--- src/design/fdv_pkg.sv ---
// Shared types and constants of the finite-difference velocity block.
// Used by the interfaces, the controller, the datapath and the divider.
package fdv_pkg;

	localparam int JOINTS  = 6;
	localparam int LANE_W  = 3;
	localparam int TIME_W  = 48;
	localparam int POS_W   = 32;
	localparam int DIFF_W  = POS_W + 1;
	localparam int NS_W    = 30;
	localparam int PROD_W  = DIFF_W + NS_W;
	localparam int NUM_W   = PROD_W + 1;
	localparam int DEN_W   = TIME_W + 1;
	localparam int QUO_W   = 33;
	localparam int CNT_W   = 6;

	localparam logic [NS_W-1:0] NS_PER_S = NS_W'(1000000000);

	// Job codes double as the difference_kind output code.
	typedef logic [1:0] job_t;
	localparam job_t JOB_FWD    = 2'd0;
	localparam job_t JOB_CEN    = 2'd1;
	localparam job_t JOB_BWD    = 2'd2;
	localparam job_t JOB_SINGLE = 2'd3;

	typedef struct packed {
		logic              load;
		logic              push;
		logic              setup;
		job_t              job;
		logic              diff;
		logic              mul;
		logic              div_start;
		logic              store_zero;
		logic              store_q;
		logic [LANE_W-1:0] lane;
		logic              emit;
	} cmd_t;

	typedef struct packed {
		logic cur_last;
		logic lane_live;
		logic div_done;
		logic out_free;
	} sts_t;

endpackage

--- src/design/fdv_if.sv ---
// Valid/ready channel interfaces for trajectory points and velocity results.
// Depends on fdv_pkg for field widths.
interface fdv_in_if;
	logic                             valid;
	logic                             ready;
	logic [fdv_pkg::TIME_W-1:0]       time_ns;
	logic signed [fdv_pkg::POS_W-1:0] position_0;
	logic signed [fdv_pkg::POS_W-1:0] position_1;
	logic signed [fdv_pkg::POS_W-1:0] position_2;
	logic signed [fdv_pkg::POS_W-1:0] position_3;
	logic signed [fdv_pkg::POS_W-1:0] position_4;
	logic signed [fdv_pkg::POS_W-1:0] position_5;
	logic                             last_point;

	modport source (output valid, time_ns, position_0, position_1, position_2, position_3,
		position_4, position_5, last_point, input ready);
	modport sink (input valid, time_ns, position_0, position_1, position_2, position_3,
		position_4, position_5, last_point, output ready);
endinterface

interface fdv_out_if;
	logic                             valid;
	logic                             ready;
	logic [fdv_pkg::TIME_W-1:0]       point_time_ns;
	logic signed [fdv_pkg::POS_W-1:0] velocity_0;
	logic signed [fdv_pkg::POS_W-1:0] velocity_1;
	logic signed [fdv_pkg::POS_W-1:0] velocity_2;
	logic signed [fdv_pkg::POS_W-1:0] velocity_3;
	logic signed [fdv_pkg::POS_W-1:0] velocity_4;
	logic signed [fdv_pkg::POS_W-1:0] velocity_5;
	logic [1:0]                       difference_kind;
	logic                             bad_interval;
	logic                             last_result;

	modport source (output valid, point_time_ns, velocity_0, velocity_1, velocity_2,
		velocity_3, velocity_4, velocity_5, difference_kind, bad_interval, last_result,
		input ready);
	modport sink (input valid, point_time_ns, velocity_0, velocity_1, velocity_2,
		velocity_3, velocity_4, velocity_5, difference_kind, bad_interval, last_result,
		output ready);
endinterface

--- src/design/finite_difference_velocity.sv ---
// Top level of the finite-difference joint velocity estimator.
// Depends on fdv_pkg, fdv_if, fdv_ctrl and fdv_dp.
//
// Usage: trajectory points enter on the samples channel (valid/ready), each word
// a time stamp and six Q16.16 joint positions plus a final-point mark. Velocity
// words leave on the velocities channel one point late: the first point gets a
// forward difference, inner points a central one, and a point marked final
// releases two words, the pending point and then a backward difference for it.
// A lone final point yields one word of kind "single point" with zero velocities.
// cfg_write/cfg_data set the number of joints in use (default six); write it only
// while the block is idle.
// Timing: one point is worked at a time. Each active joint is dominated by the
// restoring divider that develops one quotient bit per cycle, and is cut short
// when the quotient is seen to saturate at the start; an unused joint or a bad
// interval skips the divider. samples.ready stays low until the point's words
// are all loaded into the result register.
// Reset clears the trajectory position, so the next point is a first point, and
// sets the joint count to six. When the receiver stalls, a finished word waits in
// the result register and the block holds before overwriting it.
module finite_difference_velocity (
	input  logic                        clk,
	input  logic                        arst_n,
	input  logic                        cfg_write,
	input  logic [fdv_pkg::LANE_W-1:0]  cfg_data,
	fdv_in_if.sink                      samples,
	fdv_out_if.source                   velocities
);

	fdv_pkg::cmd_t cmd;
	fdv_pkg::sts_t sts;
	logic          sample_ready;

	assign samples.ready = sample_ready;

	fdv_ctrl u_ctrl (
		.clk          (clk),
		.arst_n       (arst_n),
		.sample_valid (samples.valid),
		.sample_ready (sample_ready),
		.sts          (sts),
		.cmd          (cmd)
	);

	fdv_dp u_dp (
		.clk        (clk),
		.arst_n     (arst_n),
		.cfg_write  (cfg_write),
		.cfg_data   (cfg_data),
		.samples    (samples),
		.velocities (velocities),
		.cmd        (cmd),
		.sts        (sts)
	);

endmodule

--- src/design/fdv_div.sv ---
// Restoring divider, one quotient bit per cycle, with early overflow detection.
// Depends on fdv_pkg for operand widths.
module fdv_div (
	input  logic                        clk,
	input  logic                        arst_n,
	input  logic                        start,
	input  logic [fdv_pkg::NUM_W-1:0]   num,
	input  logic [fdv_pkg::DEN_W-1:0]   den,
	output logic                        done,
	output logic                        ovf,
	output logic [fdv_pkg::QUO_W-1:0]   quo
);

	localparam int HI_W = fdv_pkg::NUM_W - fdv_pkg::QUO_W;

	logic [fdv_pkg::DEN_W-1:0] rem_q;
	logic [fdv_pkg::DEN_W-1:0] den_q;
	logic [fdv_pkg::QUO_W-1:0] nq_q;
	logic [fdv_pkg::CNT_W-1:0] cnt_q;
	logic                      busy_q;
	logic                      done_q;
	logic                      ovf_q;

	logic [fdv_pkg::DEN_W:0]   rem2;
	logic                      ge;
	logic                      start_ovf;

	// A quotient of 2^33 or more saturates anyway, so only 33 bits are developed.
	assign start_ovf = fdv_pkg::DEN_W'(num[fdv_pkg::NUM_W-1 -: HI_W]) >= den;
	assign rem2      = {rem_q, nq_q[fdv_pkg::QUO_W-1]};
	assign ge        = rem2 >= {1'b0, den_q};

	always_ff @(posedge clk or negedge arst_n) begin
		if (!arst_n) begin
			busy_q <= 1'b0;
			done_q <= 1'b0;
			ovf_q  <= 1'b0;
			cnt_q  <= '0;
		end else if (start) begin
			ovf_q  <= start_ovf;
			done_q <= start_ovf;
			busy_q <= !start_ovf;
			cnt_q  <= fdv_pkg::CNT_W'(fdv_pkg::QUO_W);
		end else if (busy_q) begin
			cnt_q <= cnt_q - 1'b1;
			if (cnt_q == fdv_pkg::CNT_W'(1)) begin
				busy_q <= 1'b0;
				done_q <= 1'b1;
			end
		end
	end

	always_ff @(posedge clk) begin
		if (start) begin
			rem_q <= fdv_pkg::DEN_W'(num[fdv_pkg::NUM_W-1 -: HI_W]);
			nq_q  <= num[fdv_pkg::QUO_W-1:0];
			den_q <= den;
		end else if (busy_q) begin
			rem_q <= ge ? fdv_pkg::DEN_W'(rem2 - {1'b0, den_q}) : rem2[fdv_pkg::DEN_W-1:0];
			nq_q  <= {nq_q[fdv_pkg::QUO_W-2:0], ge};
		end
	end

	assign done = done_q;
	assign ovf  = ovf_q;
	assign quo  = nq_q;

endmodule

--- src/design/fdv_dp.sv ---
// Datapath: point history, interval, per-joint scaling and the result register.
// Depends on fdv_pkg, fdv_if and fdv_div.
module fdv_dp (
	input  logic                        clk,
	input  logic                        arst_n,
	input  logic                        cfg_write,
	input  logic [fdv_pkg::LANE_W-1:0]  cfg_data,
	fdv_in_if.sink                      samples,
	fdv_out_if.source                   velocities,
	input  fdv_pkg::cmd_t               cmd,
	output fdv_pkg::sts_t               sts
);

	localparam logic [fdv_pkg::PROD_W-1:0] NS_PER_S_EXT = fdv_pkg::PROD_W'(fdv_pkg::NS_PER_S);

	logic [fdv_pkg::POS_W-1:0]  cur_in [fdv_pkg::JOINTS];
	logic [fdv_pkg::POS_W-1:0]  cur_pos_q [fdv_pkg::JOINTS];
	logic [fdv_pkg::POS_W-1:0]  new_pos_q [fdv_pkg::JOINTS];
	logic [fdv_pkg::POS_W-1:0]  old_pos_q [fdv_pkg::JOINTS];
	logic [fdv_pkg::POS_W-1:0]  vel_q [fdv_pkg::JOINTS];
	logic [fdv_pkg::TIME_W-1:0] cur_time_q, new_time_q, old_time_q;
	logic                       cur_last_q;
	logic [fdv_pkg::LANE_W-1:0] active_q;

	fdv_pkg::job_t              job_q;
	logic [fdv_pkg::TIME_W-1:0] dt_q;
	logic [fdv_pkg::TIME_W-1:0] ptime_q;
	logic                       bad_q;
	logic                       zero_q;
	logic                       neg_q;
	logic [fdv_pkg::DIFF_W-1:0] mag_q;
	logic [fdv_pkg::PROD_W-1:0] prod_q;

	logic                       out_valid_q;
	logic [fdv_pkg::TIME_W-1:0] out_time_q;
	logic [fdv_pkg::POS_W-1:0]  out_vel_q [fdv_pkg::JOINTS];
	fdv_pkg::job_t              out_kind_q;
	logic                       out_bad_q;
	logic                       out_last_q;

	logic [fdv_pkg::TIME_W-1:0] t_early;
	logic [fdv_pkg::LANE_W-1:0] used;
	logic [fdv_pkg::POS_W-1:0]  later, earlier;
	logic [fdv_pkg::DIFF_W-1:0] diff;
	logic                       div_done, div_ovf;
	logic [fdv_pkg::QUO_W-1:0]  quo;
	logic [fdv_pkg::POS_W-1:0]  sat_val;
	logic                       out_free;

	assign cur_in[0] = samples.position_0;
	assign cur_in[1] = samples.position_1;
	assign cur_in[2] = samples.position_2;
	assign cur_in[3] = samples.position_3;
	assign cur_in[4] = samples.position_4;
	assign cur_in[5] = samples.position_5;

	// Register for active joints: zero counts as one, anything above the lane count clamps.
	always_ff @(posedge clk or negedge arst_n) begin
		if (!arst_n) begin
			active_q <= fdv_pkg::LANE_W'(fdv_pkg::JOINTS);
		end else if (cfg_write) begin
			active_q <= cfg_data;
		end
	end

	always_comb begin
		if (active_q == '0) begin
			used = fdv_pkg::LANE_W'(1);
		end else if (active_q > fdv_pkg::LANE_W'(fdv_pkg::JOINTS)) begin
			used = fdv_pkg::LANE_W'(fdv_pkg::JOINTS);
		end else begin
			used = active_q;
		end
	end

	// Point history.
	always_ff @(posedge clk) begin
		if (cmd.load) begin
			cur_pos_q  <= cur_in;
			cur_time_q <= samples.time_ns;
			cur_last_q <= samples.last_point;
		end
		if (cmd.push) begin
			old_pos_q  <= new_pos_q;
			new_pos_q  <= cur_pos_q;
			old_time_q <= new_time_q;
			new_time_q <= cur_time_q;
		end
	end

	// Per-result setup: the earlier point is the older one only for a central difference.
	assign t_early = (cmd.job == fdv_pkg::JOB_CEN) ? old_time_q : new_time_q;

	always_ff @(posedge clk) begin
		if (cmd.setup) begin
			job_q   <= cmd.job;
			zero_q  <= cmd.job == fdv_pkg::JOB_SINGLE;
			bad_q   <= (cmd.job != fdv_pkg::JOB_SINGLE) && (cur_time_q <= t_early);
			dt_q    <= cur_time_q - t_early;
			ptime_q <= (cmd.job == fdv_pkg::JOB_FWD || cmd.job == fdv_pkg::JOB_CEN) ?
				new_time_q : cur_time_q;
		end
	end

	// Scaling of one joint: difference, magnitude times 1e9, then the divider.
	assign later   = cur_pos_q[cmd.lane];
	assign earlier = (job_q == fdv_pkg::JOB_CEN) ? old_pos_q[cmd.lane] : new_pos_q[cmd.lane];
	assign diff    = {later[fdv_pkg::POS_W-1], later} - {earlier[fdv_pkg::POS_W-1], earlier};

	always_ff @(posedge clk) begin
		if (cmd.diff) begin
			neg_q <= diff[fdv_pkg::DIFF_W-1];
			mag_q <= diff[fdv_pkg::DIFF_W-1] ? fdv_pkg::DIFF_W'(0) - diff : diff;
		end
		if (cmd.mul) begin
			prod_q <= fdv_pkg::PROD_W'(mag_q) * fdv_pkg::PROD_W'(NS_PER_S_EXT);
		end
	end

	// Rounded quotient: (2*m + dt) / (2*dt).
	fdv_div u_div (
		.clk    (clk),
		.arst_n (arst_n),
		.start  (cmd.div_start),
		.num    ({prod_q, 1'b0} + fdv_pkg::NUM_W'(dt_q)),
		.den    ({dt_q, 1'b0}),
		.done   (div_done),
		.ovf    (div_ovf),
		.quo    (quo)
	);

	always_comb begin
		if (neg_q) begin
			if (div_ovf || quo > fdv_pkg::QUO_W'(33'h0_8000_0000)) begin
				sat_val = 32'h8000_0000;
			end else begin
				sat_val = fdv_pkg::POS_W'(fdv_pkg::QUO_W'(0) - quo);
			end
		end else begin
			if (div_ovf || quo[fdv_pkg::QUO_W-1 -: 2] != 2'b00) begin
				sat_val = 32'h7FFF_FFFF;
			end else begin
				sat_val = quo[fdv_pkg::POS_W-1:0];
			end
		end
	end

	always_ff @(posedge clk) begin
		if (cmd.store_zero) begin
			vel_q[cmd.lane] <= '0;
		end else if (cmd.store_q) begin
			vel_q[cmd.lane] <= sat_val;
		end
	end

	// Result register.
	assign out_free = !out_valid_q || velocities.ready;

	always_ff @(posedge clk or negedge arst_n) begin
		if (!arst_n) begin
			out_valid_q <= 1'b0;
		end else if (cmd.emit) begin
			out_valid_q <= 1'b1;
		end else if (velocities.ready) begin
			out_valid_q <= 1'b0;
		end
	end

	always_ff @(posedge clk) begin
		if (cmd.emit) begin
			out_time_q <= ptime_q;
			out_vel_q  <= vel_q;
			out_kind_q <= job_q;
			out_bad_q  <= bad_q;
			out_last_q <= job_q == fdv_pkg::JOB_BWD || job_q == fdv_pkg::JOB_SINGLE;
		end
	end

	assign velocities.valid           = out_valid_q;
	assign velocities.point_time_ns   = out_time_q;
	assign velocities.velocity_0      = out_vel_q[0];
	assign velocities.velocity_1      = out_vel_q[1];
	assign velocities.velocity_2      = out_vel_q[2];
	assign velocities.velocity_3      = out_vel_q[3];
	assign velocities.velocity_4      = out_vel_q[4];
	assign velocities.velocity_5      = out_vel_q[5];
	assign velocities.difference_kind = out_kind_q;
	assign velocities.bad_interval    = out_bad_q;
	assign velocities.last_result     = out_last_q;

	assign sts.cur_last  = cur_last_q;
	assign sts.lane_live = (cmd.lane < used) && !bad_q && !zero_q;
	assign sts.div_done  = div_done;
	assign sts.out_free  = out_free;

	a_emit_free: assert property (@(posedge clk) disable iff (!arst_n)
		cmd.emit |-> out_free)
		else $error("result register overwritten before the word was taken");

	a_store_done: assert property (@(posedge clk) disable iff (!arst_n)
		cmd.store_q |-> div_done)
		else $error("quotient stored before the divider finished");

	a_bad_zero: assert property (@(posedge clk) disable iff (!arst_n)
		(velocities.valid && velocities.bad_interval) |->
		(velocities.velocity_0 == '0 && velocities.velocity_1 == '0 &&
		velocities.velocity_2 == '0 && velocities.velocity_3 == '0 &&
		velocities.velocity_4 == '0 && velocities.velocity_5 == '0))
		else $error("nonzero velocity on a bad interval");

	a_single_zero: assert property (@(posedge clk) disable iff (!arst_n)
		(velocities.valid && velocities.difference_kind == fdv_pkg::JOB_SINGLE) |->
		(velocities.last_result && !velocities.bad_interval &&
		velocities.velocity_0 == '0 && velocities.velocity_5 == '0))
		else $error("single point result malformed");

	a_last_kind: assert property (@(posedge clk) disable iff (!arst_n)
		(velocities.valid && velocities.last_result) |->
		(velocities.difference_kind == fdv_pkg::JOB_BWD ||
		velocities.difference_kind == fdv_pkg::JOB_SINGLE))
		else $error("final result carries a wrong difference kind");

endmodule

--- src/design/fdv_ctrl.sv ---
// Controller: trajectory position, result sequencing and the per-joint loop.
// Depends on fdv_pkg for the command and status structs.
module fdv_ctrl (
	input  logic          clk,
	input  logic          arst_n,
	input  logic          sample_valid,
	output logic          sample_ready,
	input  fdv_pkg::sts_t sts,
	output fdv_pkg::cmd_t cmd
);

	localparam logic [2:0] S_IDLE   = 3'd0;
	localparam logic [2:0] S_DECIDE = 3'd1;
	localparam logic [2:0] S_SETUP  = 3'd2;
	localparam logic [2:0] S_LANE   = 3'd3;
	localparam logic [2:0] S_MUL    = 3'd4;
	localparam logic [2:0] S_DSTART = 3'd5;
	localparam logic [2:0] S_DIV    = 3'd6;
	localparam logic [2:0] S_EMIT   = 3'd7;

	logic [2:0]                 state_q, state_n;
	logic [1:0]                 seen_q, seen_n;
	logic [fdv_pkg::LANE_W-1:0] lane_q, lane_n;
	fdv_pkg::job_t              job_q, job_n;
	logic                       lane_end;

	assign lane_end = lane_q == fdv_pkg::LANE_W'(fdv_pkg::JOINTS - 1);

	always_comb begin
		state_n      = state_q;
		seen_n       = seen_q;
		lane_n       = lane_q;
		job_n        = job_q;
		cmd          = '0;
		cmd.job      = job_q;
		cmd.lane     = lane_q;
		sample_ready = 1'b0;
		case (state_q)
			S_IDLE: begin
				sample_ready = 1'b1;
				if (sample_valid) begin
					cmd.load = 1'b1;
					state_n  = S_DECIDE;
				end
			end
			S_DECIDE: begin
				if (seen_q == 2'd0) begin
					if (sts.cur_last) begin
						job_n   = fdv_pkg::JOB_SINGLE;
						state_n = S_SETUP;
					end else begin
						cmd.push = 1'b1;
						seen_n   = 2'd1;
						state_n  = S_IDLE;
					end
				end else begin
					// A count of three cannot occur and behaves as two.
					job_n   = (seen_q == 2'd1) ? fdv_pkg::JOB_FWD : fdv_pkg::JOB_CEN;
					state_n = S_SETUP;
				end
			end
			S_SETUP: begin
				cmd.setup = 1'b1;
				lane_n    = '0;
				state_n   = S_LANE;
			end
			S_LANE: begin
				if (sts.lane_live) begin
					cmd.diff = 1'b1;
					state_n  = S_MUL;
				end else begin
					cmd.store_zero = 1'b1;
					lane_n         = lane_q + 1'b1;
					state_n        = lane_end ? S_EMIT : S_LANE;
				end
			end
			S_MUL: begin
				cmd.mul = 1'b1;
				state_n = S_DSTART;
			end
			S_DSTART: begin
				cmd.div_start = 1'b1;
				state_n       = S_DIV;
			end
			S_DIV: begin
				if (sts.div_done) begin
					cmd.store_q = 1'b1;
					lane_n      = lane_q + 1'b1;
					state_n     = lane_end ? S_EMIT : S_LANE;
				end
			end
			S_EMIT: begin
				if (sts.out_free) begin
					cmd.emit = 1'b1;
					if (job_q == fdv_pkg::JOB_SINGLE || job_q == fdv_pkg::JOB_BWD) begin
						seen_n  = 2'd0;
						state_n = S_IDLE;
					end else if (sts.cur_last) begin
						job_n   = fdv_pkg::JOB_BWD;
						state_n = S_SETUP;
					end else begin
						cmd.push = 1'b1;
						seen_n   = 2'd2;
						state_n  = S_IDLE;
					end
				end
			end
			default: begin
				state_n = S_IDLE;
			end
		endcase
	end

	always_ff @(posedge clk or negedge arst_n) begin
		if (!arst_n) begin
			state_q <= S_IDLE;
			seen_q  <= 2'd0;
			lane_q  <= '0;
			job_q   <= fdv_pkg::JOB_FWD;
		end else begin
			state_q <= state_n;
			seen_q  <= seen_n;
			lane_q  <= lane_n;
			job_q   <= job_n;
		end
	end

endmodule

--- src/flat_wrapper.sv ---
// flat-port wrapper written by rule: the top's interface ports become plain ports
module finite_difference_velocity_flat 
  (clk, arst_n, cfg_write, cfg_data, samples_valid, samples_time_ns, samples_position_0, samples_position_1, samples_position_2, samples_position_3, samples_position_4, samples_position_5, samples_last_point, samples_ready, velocities_valid, velocities_point_time_ns, velocities_velocity_0, velocities_velocity_1, velocities_velocity_2, velocities_velocity_3, velocities_velocity_4, velocities_velocity_5, velocities_difference_kind, velocities_bad_interval, velocities_last_result, velocities_ready);
  fdv_in_if samples_i ();
  fdv_out_if velocities_i ();
  input  logic clk;
  input  logic arst_n;
  input  logic cfg_write;
  input  logic [fdv_pkg::LANE_W-1:0] cfg_data;
  input wire logic [$bits(samples_i.valid)-1:0] samples_valid;
  input wire logic [$bits(samples_i.time_ns)-1:0] samples_time_ns;
  input wire logic [$bits(samples_i.position_0)-1:0] samples_position_0;
  input wire logic [$bits(samples_i.position_1)-1:0] samples_position_1;
  input wire logic [$bits(samples_i.position_2)-1:0] samples_position_2;
  input wire logic [$bits(samples_i.position_3)-1:0] samples_position_3;
  input wire logic [$bits(samples_i.position_4)-1:0] samples_position_4;
  input wire logic [$bits(samples_i.position_5)-1:0] samples_position_5;
  input wire logic [$bits(samples_i.last_point)-1:0] samples_last_point;
  output wire logic [$bits(samples_i.ready)-1:0] samples_ready;
  output wire logic [$bits(velocities_i.valid)-1:0] velocities_valid;
  output wire logic [$bits(velocities_i.point_time_ns)-1:0] velocities_point_time_ns;
  output wire logic [$bits(velocities_i.velocity_0)-1:0] velocities_velocity_0;
  output wire logic [$bits(velocities_i.velocity_1)-1:0] velocities_velocity_1;
  output wire logic [$bits(velocities_i.velocity_2)-1:0] velocities_velocity_2;
  output wire logic [$bits(velocities_i.velocity_3)-1:0] velocities_velocity_3;
  output wire logic [$bits(velocities_i.velocity_4)-1:0] velocities_velocity_4;
  output wire logic [$bits(velocities_i.velocity_5)-1:0] velocities_velocity_5;
  output wire logic [$bits(velocities_i.difference_kind)-1:0] velocities_difference_kind;
  output wire logic [$bits(velocities_i.bad_interval)-1:0] velocities_bad_interval;
  output wire logic [$bits(velocities_i.last_result)-1:0] velocities_last_result;
  input wire logic [$bits(velocities_i.ready)-1:0] velocities_ready;
  assign samples_i.valid = samples_valid;
  assign samples_i.time_ns = samples_time_ns;
  assign samples_i.position_0 = samples_position_0;
  assign samples_i.position_1 = samples_position_1;
  assign samples_i.position_2 = samples_position_2;
  assign samples_i.position_3 = samples_position_3;
  assign samples_i.position_4 = samples_position_4;
  assign samples_i.position_5 = samples_position_5;
  assign samples_i.last_point = samples_last_point;
  assign samples_ready = samples_i.ready;
  assign velocities_valid = velocities_i.valid;
  assign velocities_point_time_ns = velocities_i.point_time_ns;
  assign velocities_velocity_0 = velocities_i.velocity_0;
  assign velocities_velocity_1 = velocities_i.velocity_1;
  assign velocities_velocity_2 = velocities_i.velocity_2;
  assign velocities_velocity_3 = velocities_i.velocity_3;
  assign velocities_velocity_4 = velocities_i.velocity_4;
  assign velocities_velocity_5 = velocities_i.velocity_5;
  assign velocities_difference_kind = velocities_i.difference_kind;
  assign velocities_bad_interval = velocities_i.bad_interval;
  assign velocities_last_result = velocities_i.last_result;
  assign velocities_i.ready = velocities_ready;
  finite_difference_velocity u_core (.clk(clk), .arst_n(arst_n), .cfg_write(cfg_write), .cfg_data(cfg_data), .samples(samples_i), .velocities(velocities_i));
endmodule
--- config.mk ---
export PLATFORM = sky130hd
export DESIGN_NAME = finite_difference_velocity_flat
export DESIGN_NICKNAME = d
export VERILOG_FILES = /design/src/design/fdv_pkg.sv /design/src/design/fdv_if.sv /design/src/design/finite_difference_velocity.sv /design/src/design/fdv_div.sv /design/src/design/fdv_dp.sv /design/src/design/fdv_ctrl.sv /design/src/flat_wrapper.sv
export SDC_FILE = /design/constraint.sdc
export NUM_CORES = 2
export LEC_CHECK = 0
export BUFFER_PORTS_ARGS = -buffer_cell sky130_fd_sc_hd__buf_2
export CAP_MARGIN = 10
export CORE_AREA = 8 8 454 456
export DETAILED_ROUTE_END_ITERATION = 6
export DIE_AREA = 0 0 462 464
export GPL_TIMING_DRIVEN = 0
export HOLD_SLACK_MARGIN = 0.05
export PLACE_DENSITY_LB_ADDON = 0.2
export SYNTH_ARGS = -nofsm -noshare
export SYNTH_HDL_FRONTEND = slang
export SYNTH_SLANG_ARGS = --single-unit
--- constraint.sdc ---
create_clock -name clk -period 62 [get_ports clk]
set_input_delay 12.4 -clock clk [delete_from_list [all_inputs] [get_ports clk]]
set_output_delay 12.4 -clock clk [all_outputs]
set_load 0.05 [all_outputs]
==> run summary <==
The flow ran to the end, and the final reports show no timing, DRC or antenna violations. CTS saw 1498 sinks. After technology mapping, the gate count stands at 6178. Post-synthesis async set-or-reset flop share: 0.01535. Buffers inserted during clock tree synthesis total 160.

No sink is reached through more buffers than the 3 on the longest clock path. The number of antenna violations at the first check in global routing was 6. The hold buffer count at CTS was 0; the number of endpoints with negative hold slack in the final report was 0. The area added between synthesis and finish was 15.13%. The post-route clock period utilization came out at 0.2423. The tools report the storage element area as 44690 sq um.

TritonCTS built the clock tree. Buffer cell driving the clock tree root: clkbuf_16. The logs give 0 for the post-detailed-route count of antenna-violating nets and 0.1018 for the remaining max-slew budget at the tightest pin.

The floorplan has 164 rows. The final layout contains routed wiring with a total length of 234700 microns. Max-slew violation total from the final report: 0.

Share of the yosys chip area belonging to registers: 0.5645. The number of detailed-routing iterations run before antenna repair is 6, and the largest fanout of any net on the critical path is 35. For the number of fill cells, the log shows 18220. STA classifies the critical path endpoint as a flip-flop. At the end of routability-driven placement, the weighted congestion stood at 0.9282. The count of port buffers added during placement works out to 494.

The tool flagged a number of max-cap violations equal to 0. At the pin with the least slew margin, the transition time is 1.338 ns. At the worst endpoint, the arrival time is 15.53 ns.

The most used flip-flop cell after synthesis is edfxtp_1. The maximum number of pins on one net before global-route repair came out at 132. After detailed routing, the average wire length per cell comes to 24.28 microns.

The logs give 0.4589 for the final design utilization and 0.4010 ns for the final-layout worst hold slack. The synthesized area per cell was 12.81 sq um. The maximum level of the CTS H-tree is 4. After detailed routing, the number of remaining DRC violations is 0. The fraction of synthesized cell area taken by the top area cell type came out at 0.5526. The total of flip-flops plus latches after synthesis was 1498. The logs give 0.2128 for the total global-route track usage and 214400 sq um for the area enclosed by the die boundary.

Summed over all layers, the global routing overflow is 0. The critical path in this run is classified as input port to flip-flop. On the final layout, the worst clock skew is 0.06555 ns. Clock-pin slew was measured on the worst setup and hold paths at 0.06 ns. Post-CTS timing repair inserted 0 buffers for setup. The detailed router finished its first iteration with 4745 violations. The number of global-route vias before repair came out at 52812. In this run the cell area of the synthesized design comes to 79170 sq um. At the worst endpoint, the required time is 62.51 ns.

The initial standard-cell utilization of the core is 0.3986. The run gives 46.14 ns as the worst slack at placement. Static timing analysis puts the maximum clock frequency at 66.58 MHz. The biggest area contributor in the post-synthesis netlist is edfxtp_1. For this run, the number of Yosys warnings is 0. The final route contains 52037 vias.

The number of distinct library cell variants in the gate-level netlist after synthesis is 96. The most numerous cell in the Yosys netlist was edfxtp_1. The net count after synthesis is 7228, and the HPWL after detailed placement is 183000 microns. The floorplan step defined a core boundary enclosing 198600 sq um. The sum of negative setup slack was 0 ns.

In the synthesized netlist, the cells that appear most often are 1457 x edfxtp_1, 629 x inv_1, 519 x a21oi_1. The tightest min-delay check is of the flip-flop to flip-flop type. The run gives 7933 as the layout net count. Yosys attributes the largest share of cell area to edfxtp_1 55%, fa_1 8.3%, ha_1 7.5%. The number of gates resized after CTS was 0. 495 I/O pins were placed. The number of setup violations in the final report is 0, and the floorplan die width is 462 microns. The fraction of final layout cells sized beyond drive strength 1 is 0.1354. The first-pass GRT wire length was 344600 microns; the detail-routed via count per cell was 5.382. In this run the vertical extent of the chip is 464 microns. In the post-route analysis, the smallest setup slack over all paths is 46.98 ns. Counting flops with a built-in enable in the synthesized netlist gives 1457. Clock period minus final worst setup slack: 15.02 ns. For the footprint of the multi-input gates, the log shows 31310 sq um. At the later pin of the worst-skew pair, clock insertion delay measures 0.82 ns.

Setup repair after global routing left no endpoint under its margin. Startpoint kind of the worst setup timing path: an input port.
final timing paths:
kind,startpoint,to,slack [ns],cells past startpoint
worst min register to register,u_core.u_dp.vel_q[34],u_core.u_dp.velocities.velocity_4[2],0.40,0
min in group asynchronous,arst_n,u_core.u_dp.active_q[0],11.59,1
worst min-delay path,u_core.u_dp.vel_q[34],u_core.u_dp.velocities.velocity_4[2],0.40,0
worst max register to register,u_core.u_ctrl.lane_q[1],u_core.u_dp.mag_q[10],53.42,22
worst max-delay path,velocities_ready,u_core.u_dp.old_pos_q[186],46.98,12
max in group asynchronous,arst_n,u_core.u_dp.u_div.cnt_q[2],50.00,1
registers in the layout, summed over array words and instances (netlist names), 33 cells and up:
signal	count
u_core.u_dp.ptime_q	48
u_core.u_dp.velocities.point_time_ns	48
u_core.u_dp.new_time_q	48
u_core.u_dp.dt_q	48
u_core.u_dp.cur_time_q	48
u_core.u_dp.cur_pos_q	192
u_core.u_dp.mag_q	33
u_core.u_dp.u_div.quo	33
u_core.u_dp.old_time_q	48
u_core.u_dp.prod_q	54
u_core.u_dp.old_pos_q	192
u_core.u_dp.u_div.den_q	48
u_core.u_dp.vel_q	192
u_core.u_dp.u_div.rem_q	49
u_core.u_dp.new_pos_q	192
final cells by class:
class                      count  share of cell area
clock inverter                88             0.01027
timing repair buffer         543             0.03646
multi-input combinational   3821              0.3435
tap                         2656             0.03646
buffer                       229            0.009842
antenna                        3          0.00008236
sequential                  1498              0.4903
inverter                     630             0.02603
clock buffer                 200             0.04707
per-layer routing:
layer	up-vias	part of all wire	track usage
met2	1936	0.48	0.3587
met1	25658	0.42	0.2805
met4	4	0.034	0.07025
met5	-	0.00010	0
li1	24033	-	-
met3	406	0.066	0.03418
stage by stage:
step | std cells | instance area [sq um]
2_1_floorplan | 6178 | 79170
3_3_place_gp | 9328 | 84970
3_5_place_dp | 9375 | 85900
4_1_cts | 9663 | 91120
5_1_grt | 9665 | 91140
6_report | 9668 | 91150
critical path, stage by stage:
cell	delay, ns
buf_2	0.07
nand2b_1	0.22
nand2b_1	0.26
o32a_1	0.29
nor2_4	0.58
buf_12	0.28
buf_16	0.18
buf_12	0.21
buf_12	0.24
buf_12	0.23
buf_12	0.23
buf_12	0.22
cell usage in the layout, fill, tap and decap left out, drive strengths merged, types with 67 or more instances in the layout:
cell / instances
a22oi: 146
clkbuf: 400
clkinv: 67
xor2: 82
mux2: 71
fa: 327
nand3: 166
o211ai: 74
inv: 638
buf: 572
o21ai: 264
a21oi: 524
nand2: 417
xnor2: 155
nor2: 250
mux2i: 105
edfxtp: 1457
a21o: 130
ha: 474
kinds of logic after synthesis:
kind of cell / Yosys count / synth area share
flops: 1498 / 0.5645
mux: 185 / 0.02593
xor+xnor: 237 / 0.02622
fa+ha+maj: 801 / 0.1576
simple gates: 1158 / 0.06872
buf+inv: 859 / 0.04119
compound gates: 1440 / 0.1159
Power is left out: the tool's default activity adds up to more than one toggle a clock period on the data nets, which glitch-free logic cannot reach.
